[src/design/mhpq_pkg.sv]
// ============================================================================
// mhpq_pkg
// shared types, widths and codes of the max-heap priority queue
// ============================================================================
package mhpq_pkg;

    localparam int KEY_W        = 32;
    localparam int CNT_OUT_W    = 7;
    localparam int STATUS_W     = 2;
    localparam int DEF_CAPACITY = 127;

    // item kind carried in the input tuser
    localparam logic MODE_INSERT = 1'b0;
    localparam logic MODE_DELETE = 1'b1;

    // result status carried in the output tuser
    localparam logic [STATUS_W-1:0] STATUS_OK    = 2'd0;
    localparam logic [STATUS_W-1:0] STATUS_EMPTY = 2'd1;
    localparam logic [STATUS_W-1:0] STATUS_FULL  = 2'd2;

    typedef logic signed [KEY_W-1:0] t_key;

    // broadcast to every cell of the sorted row
    typedef struct packed {
        logic ins;
        logic del;
        t_key key;
    } t_cell_ctl;

endpackage

[src/design/mhpq_cell.sv]
// ============================================================================
// mhpq_cell
// one slot of the sorted row: keeps, takes the new key or shifts a neighbor
// ============================================================================
module mhpq_cell (
    input  logic                i_clk,
    input  mhpq_pkg::t_cell_ctl i_ctl,
    input  logic                i_occupied,
    input  logic                i_left_ge,
    input  mhpq_pkg::t_key      i_left_key,
    input  mhpq_pkg::t_key      i_right_key,
    output logic                o_ge,
    output mhpq_pkg::t_key      o_key
);

    mhpq_pkg::t_key r_key;
    mhpq_pkg::t_key n_key;

    // own key stays ahead of an incoming equal key
    assign o_ge  = i_occupied && (r_key >= i_ctl.key);
    assign o_key = r_key;

    always_comb begin
        n_key = r_key;
        priority if (i_ctl.ins) begin
            priority if (o_ge) begin
                n_key = r_key;
            end else if (i_left_ge) begin
                n_key = i_ctl.key;
            end else begin
                n_key = i_left_key;
            end
        end else if (i_ctl.del) begin
            n_key = i_right_key;
        end
    end

    always_ff @(posedge i_clk) begin
        r_key <= n_key;
    end

endmodule

[config.mk]
export PLATFORM = sky130hd
export DESIGN_NAME = mhpq_cell
export DESIGN_NICKNAME = d
export VERILOG_FILES = /design/src/design/mhpq_pkg.sv /design/src/design/mhpq_cell.sv
export SDC_FILE = /design/constraint.sdc
export NUM_CORES = 1
export LEC_CHECK = 0
export BUFFER_PORTS_ARGS = -buffer_cell sky130_fd_sc_hd__buf_4
export CORE_ASPECT_RATIO = 1.1
export CORE_MARGIN = 3
export CORE_UTILIZATION = 45
export CTS_CLUSTER_SIZE = 24
export DETAILED_ROUTE_END_ITERATION = 7
export GPL_TIMING_DRIVEN = 0
export PLACE_DENSITY = 0.8
export SYNTH_ARGS = -nofsm -noshare
export SYNTH_HDL_FRONTEND = slang
export SYNTH_SLANG_ARGS = --single-unit
[constraint.sdc]
create_clock -name i_clk -period 3.42 [get_ports i_clk]
set_input_delay 0.171 -clock i_clk [delete_from_list [all_inputs] [get_ports i_clk]]
set_output_delay 0.171 -clock i_clk [all_outputs]
set_load 0.005 [all_outputs]
* Yosys cells after proc, flatten, opt, wreduce, memory -nomap -nowiden *
Cells that the tools add are included.
W data, S select, Z words.

storage, ports and cells
  bits in registers = 32
  output and inout port bits = 33
  word-level logic and storage cells = 10

cells by class
  magnitude comparators = 1
  equal/unequal tests = 1
  mux-type cells = 4
  reductions and logical operators = 3

operators with widths
  kind                  number
  $mux W32              4
  $ge A32 B32 Y1        1
  $ne A2 B2 Y1 const B  1
  $reduce_and A2 Y1     1
  $reduce_bool A2 Y1    1
  $logic_and A1 B1 Y1   1

* Longest topological paths before layout *
Gate-level depths: netlist of run 1.

  word-level depth = 4
  gate-level depth with buffers = 8
  gate-level depth less buffers = 8

* Worst setup path before layout of run 1 *
Ideal clock, no wire load.

  path type = flip-flop to flip-flop
  start = register r_key[14] (netlist: o_key[14])
  end = register r_key[0] (netlist: o_key[0]), enable pin
  data arrival time = 2544 ps
  required time = 3026 ps
  path slack = 482 ps
  cell stages (with the launch flop) = 8
  buffers on the path = 0
  path through = edfxtp_1 -> ha_1 -> and4_4 -> a211oi_2 -> o21ai_1 -> o31ai_1 -> nor3b_2 -> o32a_1

between the ends
  word-level cells in the longest chain between the ends = 4

ends and longest elaborated chain
  what                         line             text
  start: declaration           mhpq_cell.sv:16  mhpq_pkg::t_key r_key;
  start signal: assignment     mhpq_cell.sv:39  r_key <= n_key;
  $ge A32 B32 Y1               mhpq_cell.sv:20  assign o_ge = i_occupied && (r_key >= i_ctl.key);
  $logic_and A1 B1 Y1          mhpq_cell.sv:20
  $ne A2 B2 Y1 (no line)       n/a
  $reduce_and A2 Y1 (no line)  n/a

No other way between the ends.
A chain may end at the register's enable or synchronous reset.

* Final worst setup path of run 1 *
  start = register r_key[14] (netlist: o_key[14])
  end = register r_key[13] (netlist: o_key[13]), enable pin

Same word-level chain as after synthesis.

==> results of run 1 <==
metal layers:
| metal | vias up | GRT usage [%] | wire length (um) |
|---|---|---|---|
| met1 | 1091 | 25.3 | 2820 |
| met3 | 4 | 7.02 | 582 |
| li1 | 1199 | - | - |
| met2 | 88 | 40.0 | 3690 |
| met5 | - | 0 | 0 |
| met4 | 0 | 6.59 | 46 |
cells in the final DEF (no fill, tap or decap):
cell type  instances
nor3_1             1
ha_1              32
o21a_1             1
o21ai_1            2
o211ai_1           1
nand3_1            2
nand2b_1           1
nor4b_2            1
mux2i_1           32
a211oi_1           1
nor2_1            33
clkbuf_1           7
nor3b_2            1
a211oi_2           2
clkinv_2           2
nand4_1            4
o32a_2             1
edfxtp_1          32
buf_1              1
and3_1             1
or2_1              1
o31ai_2            1
buf_4            131
nand2_1            8
inv_1             32
nor3b_1            1
clkinv_1           1
and4_4             1
buf_2              3
o21ai_0            2
nor2b_1            2
and4_1             2
o31ai_1            1
o2bb2ai_1          1
a21o_1             2
clkbuf_8           5
a21oi_1           44
layout make-up:
type	instances	area, um2
clock inverter	3	13.8
clock buffer	5	68.8
timing repair buffer	131	983
tap	72	90.1
inverter	32	120
buffer	11	45.0
multi-input combinational	182	1350
sequential	32	961
fill	440	1530
worst paths after layout:
path	startpoint	to	slack [ns]	cells after the start
worst min register to register	o_key[31]$_DFFE_PP_	o_key[0]$_DFFE_PP_	1.54	3
worst max register to register	o_key[14]$_DFFE_PP_	o_key[13]$_DFFE_PP_	0.53	7
worst min-delay path	i_right_key[4]	o_key[4]$_DFFE_PP_	0.20	3
worst max-delay path	o_key[14]$_DFFE_PP_	o_key[13]$_DFFE_PP_	0.53	7
where the power goes:
group	switching [mW]	internal (mW)
logic	0.181	0.217
registers	0.0239	0.489
clock network	0.151	0.138
total	0.357	0.845
cells by family after synthesis:
logic type / share of synthesized area, %
compound gates: 13.8
buf+inv: 6.67
fa+ha+maj: 16.2
flops: 38.8
mux: 12.9
simple gates: 11.7
per-stage QoR:
| step | instances | setup WS [ns] | setup TNS (ns) | utilization (%) |
|---|---|---|---|---|
| after floorplan | 257 | 0.482 | 0 | - |
| after global placement | 460 | -0.00255 | -0.0373 | 68.7 |
| after detailed placement | 460 | 0.550 | 0 | 68.7 |
| after CTS | 468 | 0.521 | 0 | 70.3 |
| after global routing | 468 | 0.297 | 0 | 70.3 |
| final | 468 | 0.528 | 0 | 70.3 |
worst min-delay path: stages:
cell     delay (ns)
buf_4          0.07
nor2_1         0.03
a21oi_1        0.10
==> impl_metrics.ini, run 1 <==
[run_status]
status = complete, no violations

[setup_path]
setup.worst_path.start_class = register
worst-path-buf-inv = 0
cp_top_family = compound AO/OA/AOI/OAI gates
cp_slowest_stage_delay_ns = 0.73
crit_path_end_kind = register
slowest_stage = o32a_2
cp_data_arrival_time_ns = 2.81
crit_type = register to register
critPathMaxFanout = 32
crit_chain = ha_1 > and4_4 > a211oi_2 > o21ai_1 > o31ai_1 > nor3b_2 > o32a_2
crit_required_ns = 3.34

[floorplan]
die_h_um = 83.8
boundaryPins = 134
row_count = 27
dieArea_um2 = 6430
fp.coreArea_um2 = 5170
die_w_um = 76.7
start_util_pct = 47.9

[clock_tree]
cts_tree = built
clk_pin_slew_ns = 0.07
htreeDepth = 2
holdBufCountCts = 0
cts.sinks = 32
cts_resized = 0
clock_path_buffers = 2
cts_setup_buffers = 0
cts_buffers = 5
cts-root-buf = clkbuf_8
clk_latency_ns = 0.29

[sta]
fin_crit_ns = 2.89
relSlewSlack_pct = 46.4
max_clock_freq_ghz = 0.346
rsz0062_at_grt = false
tightest_slew_ns = 0.804
fin_crit_sh_pct = 84.6
finalSetupViolations = 0
drv_slew = 0
hold_slack_ns = 0.200
fin_skew_ns = 0.00916
hold_viol = 0

[synthesis]
synthCells = 257
synth_top_area_share_pct = 38.8
ys.flop_type = edfxtp_1
synth_edf_count = 32
synth_top_cells_by_area = edfxtp_1 (39%), ha_1 (16%), mux2i_1 (13%)
yosysUniqueCellTypes = 33
synthArstFlopShare_pct = 0
yosysMostFrequentCell = a21oi_1
seq_area_frac_synth_pct = 38.8
syn-cell-area_um2 = 2480
ys_ff_latch = 32
synth_nets = 390
synthTopCellsByCount = a21oi_1 (44), nor2_1 (33)
yosysWarnings = 0
synth_top_cell_by_area = edfxtp_1
synth.avg_cell_area_um2 = 9.64

[power_and_ir_drop]
irDropWorstVdd_mv = 0.247
p_leak_nw = 1.83
power_mw = 1.20
p_per_area_nw_per_um2 = 330

[route]
viasPerCell = 5.09
first_iter_violations = 85
wirelength_um = 7140
vias = 2382
routedWlPerCell_um = 15.3
drtAntennaViolNets = 0
drtPass1Iterations = 4
drc = 0

[run]
drv_cap = 0

[global_route]
grtUsageTotal_pct = 22.4
grt_overflow = 0
first_global_vias = 2516
grt_pass1_wl_um = 11600
antenna_found_initial = 0
grt_max_degree = 33

[finish]
syn2layout_area_growth_pct = 46.7
final_cell_area_um2 = 3630
largest_reg_flops = 32
diodes = 0
drive_gt1_share_pct = 37.4
fin_nets = 528

[place]
io_buffers = 131
place_congestion = 0.785
dpl.hpwl_um = 5680
place_area_um2 = 3550

[min_path]
hold_class = input pin to register
No activity file was read; power rests on OpenSTA's default activity.
==> inputs of run 2 (changes only) <==
- clock period: 3.42 -> 3 ns (I/O delays scaled with it)
==> run 2 against run 1 <==
Net effect: setup slack worse by 0.20 ns; highest routed layer unchanged; combinational power increased by 15%; final cell count did not move; critical endpoint unchanged; sequential power is 14% higher.
==> impl_metrics.ini, run 2 (synthesis gave the netlist of run 1 again) <==
[clock_tree]
holdBufCountCts = 0
clk_pin_slew_ns = 0.07
cts-root-buf = clkbuf_8
cts.sinks = 32
clock_path_buffers = 2
cts_buffers = 5
clk_latency_ns = 0.29
cts_tree = built
htreeDepth = 2

[power_and_ir_drop]
p_sw_mw = 0.404
p_per_area_nw_per_um2 = 375
irDropWorstVdd_mv = 0.282
p_comb_share_pct = 33.4
p_leak_nw = 1.84
switching_share_pct = 29.6
p_int_mw = 0.964
power_mw = 1.37
clkPwrFrac_pct = 23.9
seqPwrFrac_pct = 42.7

[run_status]
status = complete, no violations

[route]
wirelength_um = 7100
drtAntennaViolNets = 0
vias = 2403
routedWlPerCell_um = 15.2
drc = 0
viasPerCell = 5.13
first_iter_violations = 80
drtPass1Iterations = 4

[floorplan]
boundaryPins = 134
start_util_pct = 47.9
fp.coreArea_um2 = 5170
dieArea_um2 = 6430
row_count = 27
die_w_um = 76.7
die_h_um = 83.8

[global_route]
grt_max_degree = 33
antenna_found_initial = 0
first_global_vias = 2516
grt_overflow = 0
grtUsageTotal_pct = 22.4
grt_pass1_wl_um = 11600

[sta]
tightest_slew_ns = 0.498
rsz0062_at_grt = false
drv_slew = 0
max_clock_freq_ghz = 0.374
fin_crit_sh_pct = 89.2
setup_tns_ns = 0
fin_crit_ns = 2.68
fin_ws_ns = 0.325
finalSetupViolations = 0
fin_skew_ns = 0.00702
relSlewSlack_pct = 66.8
hold_viol = 0

[finish]
diodes = 0
syn2layout_area_growth_pct = 47.2
layout_commonest_cell = buf_4
largest_reg_flops = 32
fin_nets = 528
drive_gt1_share_pct = 37.4
final_cell_mix = buf_4 (131), a21oi_1 (44), nor2_1 (33)

[min_path]
hold_start = i_right_key[4]
hold_class = input pin to register

[place]
place_congestion = 0.785
place_ws_ns = 0.130
io_buffers = 131
dpl.hpwl_um = 5680

[setup_path]
r2r_start = o_key[10]$_DFFE_PP_
crit_required_ns = 2.94
setup.worst_path.start_class = register
critPathMaxFanout = 32
cp-startpoint = o_key[10]$_DFFE_PP_
crit_type = register to register
crit_path_end_kind = register
cp_data_arrival_time_ns = 2.61

[run]
drv_cap = 0
[run 2: changes by cell type in the layout (fill, tap and decap cells not counted)]
cell / delta
o32a_2: -1
o32a_4: +1
[run 2: power groups by stage]
stage	combinational [mW]	sequential, mW	clock (mW)
3_3_place_gp	0.441	0.592	0
4_1_cts	0.457	0.585	0.334
2_1_floorplan	0.210	0.596	0
3_5_place_dp	0.453	0.594	0
6_report	0.457	0.584	0.327
5_1_grt	0.507	0.592	0.354
[run 2: timing repair]
item | CTS | global route
setup buffers | 0 | 0
gates resized for setup | 0 | 1
endpoints found under the setup margin | 0 | 32
[run 2: layout make-up]
| type | instances | area [um2] |
|---|---|---|
| Clock inverter | 3 | 13.8 |
| Multi-Input combinational cell | 182 | 1360 |
| Fill cell | 440 | 1520 |
| Inverter | 32 | 120 |
| Tap cell | 72 | 90.1 |
| Timing Repair Buffer | 131 | 983 |
| Buffer | 11 | 45.0 |
| Clock buffer | 5 | 68.8 |
| Sequential cell | 32 | 961 |
[run 2: per-layer routing]
metal | track usage, % | vias up | wire length, um
met2 | 40.0 | 101 | 3670
met3 | 7.02 | 10 | 627
met4 | 6.59 | 0 | 90
li1 | - | 1196 | -
met1 | 25.3 | 1096 | 2700
met5 | 0 | - | 0
[run 2: final timing paths]
path	cells past startpoint	slack [ns]	to
worst max-delay path	7	0.32	o_key[13]$_DFFE_PP_
worst min-delay path	3	0.18	o_key[4]$_DFFE_PP_
worst min register to register	3	1.39	o_key[29]$_DFFE_PP_
worst max register to register	7	0.32	o_key[13]$_DFFE_PP_
[run 2: critical path, stage by stage, from the launching register on]
cell      delay (ns)
edfxtp_1        0.43
ha_1            0.33
and3_1          0.20
nand3_1         0.16
o21ai_1         0.11
o31ai_1         0.30
nor3b_2         0.28
o32a_4          0.50
[run 2: through the flow]
step                util (%)  hold slack, ns  cells  area, um2
floorplan                  -           0.376    257       2480
global placement        68.7           0.463    460       3550
detailed placement      68.7           0.472    460       3550
CTS                     70.3           0.168    468       3630
global route            70.5           0.174    468       3650
finish                  70.5           0.178    468       3650
==> inputs of run 3 (changes only) <==
- BUFFER_PORTS_ARGS: -buffer_cell sky130_fd_sc_hd__buf_4 -> unset
- CORE_UTILIZATION: 45 -> 50
- DONT_BUFFER_PORTS: unset -> 1
- PLACE_DENSITY: 0.8 -> unset
==> run 3 against run 2 <==
Net effect: fmax decreased by 4.5%; combinational power is 42% lower; routed wire length is 19% lower; via count shrank 23%; core utilization is 15 points lower; sequential power grew 2%; hold slack lost 0.078 ns.
==> impl_metrics.ini, run 3 (synthesis gave the netlist of run 1 again) <==
[setup_path]
cp-startpoint = o_key[14]$_DFFE_PP_
cp_top_family = compound AO/OA/AOI/OAI gates
crit_required_ns = 2.93
slowest_stage = o32a_4
worst-path-buf-inv = 0
r2r_start = o_key[14]$_DFFE_PP_
cp_data_arrival_time_ns = 2.73
crit_cells = 7
critPathMaxFanout = 32
crit_path_end_kind = register
crit_chain = ha_1 > and4_4 > a211oi_2 > o21ai_1 > o31ai_1 > nor3b_2 > o32a_4
cp_slowest_stage_delay_ns = 0.50
setup.worst_path.start_class = register
r2r_end = o_key[7]$_DFFE_PP_
ff2ff_path_depth = 7
crit_type = register to register
crit_end = o_key[7]$_DFFE_PP_
reg2reg_slack_ns = 0.20

[route]
drtAntennaViolNets = 0
first_iter_violations = 42
wirelength_um = 5730
viasPerCell = 5.74
vias = 1842
drtPass1Iterations = 4
routedWlPerCell_um = 17.9
drc = 0

[sta]
max_clock_freq_ghz = 0.357
rsz0062_at_grt = false
tightest_slew_ns = 0.494
fin_skew_ns = 0.00564
fin_crit_sh_pct = 93.4
drv_slew = 0
fin_crit_ns = 2.80
finalSetupViolations = 0
relSlewSlack_pct = 67.1
setup_tns_ns = 0
hold_slack_ns = 0.100
hold_viol = 0

[clock_tree]
holdBufCountCts = 0
htreeDepth = 2
cts-root-buf = clkbuf_8
cts.sinks = 32
clk_latency_ns = 0.28
cts_tree = built
cts_buffers = 5
cts_setup_buffers = 0
clk_pin_slew_ns = 0.07
clock_path_buffers = 2

[power_and_ir_drop]
p_leak_nw = 1.20
p_per_area_nw_per_um2 = 448
irDropWorstVdd_mv = 0.306

[global_route]
antenna_found_initial = 0
first_global_vias = 1851
grtUsageTotal_pct = 19.6
grt_pass1_wl_um = 8700
grt_max_degree = 33
grt_overflow = 0

[finish]
fin_nets = 397
utilization_pct = 56.0
final_cell_mix = a21oi_1 (44), nor2_1 (33)
drive_gt1_share_pct = 5.66
diodes = 0
syn2layout_area_growth_pct = 6.57
layout_commonest_cell = a21oi_1
largest_reg_flops = 32

[min_path]
hold_class = input pin to register

[place]
io_buffers = 0
dpl.hpwl_um = 4690
place_congestion = 0.752

[floorplan]
die_h_um = 79.8
row_count = 26
fp.coreArea_um2 = 4720
boundaryPins = 134
die_w_um = 73.1
start_util_pct = 52.5
dieArea_um2 = 5840

[run_status]
status = complete, no violations

[run]
drv_cap = 0
[run 3: changes by cell type in the layout (fill, tap and decap cells not counted)]
cell / before / now
clkbuf_1: 7 / 9
buf_4: 131 / 0
clkinv_2: 2 / 0
[run 3: metrics by stage]
step	cell area, um2	cells	total power [mW]	setup WS [ns]
global placement	2550	313	0.867	-0.579
detailed placement	2550	313	0.874	-0.0445
floorplan	2480	257	0.805	0.0625
CTS	2640	321	1.20	0.164
global route	2640	321	1.26	0.0305
finish	2640	321	1.18	0.198
[run 3: worst min-delay path by stage]
| stage | startpoint | end | slack (ns) | cells after the start |
|---|---|---|---|---|
| floorplan | i_right_key[30] | o_key[30]$_DFFE_PP_ | 0.38 | 2 |
| global placement | i_right_key[17] | o_key[17]$_DFFE_PP_ | 0.38 | 2 |
| detailed placement | i_right_key[10] | o_key[10]$_DFFE_PP_ | 0.39 | 2 |
| CTS | i_right_key[5] | o_key[5]$_DFFE_PP_ | 0.09 | 2 |
| global route | i_right_key[4] | o_key[4]$_DFFE_PP_ | 0.1 | 2 |
| finish | i_right_key[0] | o_key[0]$_DFFE_PP_ | 0.10 | 2 |
[run 3: layout make-up]
cell class	count	area, um2
inverters	32	120
plain buffers	11	45.0
clock buffers	7	76.3
well taps	56	70.1
fillers	450	2080
clock inverters	1	3.75
multi-input cells	182	1360
flip-flops and latches	32	961
[run 3: timing repair]
action,4_1_cts,5_1_grt
hold endpoints to repair,0,0
gates resized for setup,1,0
setup endpoints to repair,32,0
[run 3: layer usage]
layer  vias up  wire [um]  global-route usage [%]
met3         4        649                    8.19
li1        930          -                       -
met2        91       2840                    33.5
met5         -          0                       0
met1       817       2190                    22.3
met4         0         47                    4.98
[run 3: power breakdown]
group	leakage [nW]	total [mW]	switching, mW	internal [mW]
Clock	0.0399	0.319	0.158	0.161
Combinational	0.849	0.265	0.150	0.115
Sequential	0.313	0.598	0.0394	0.559
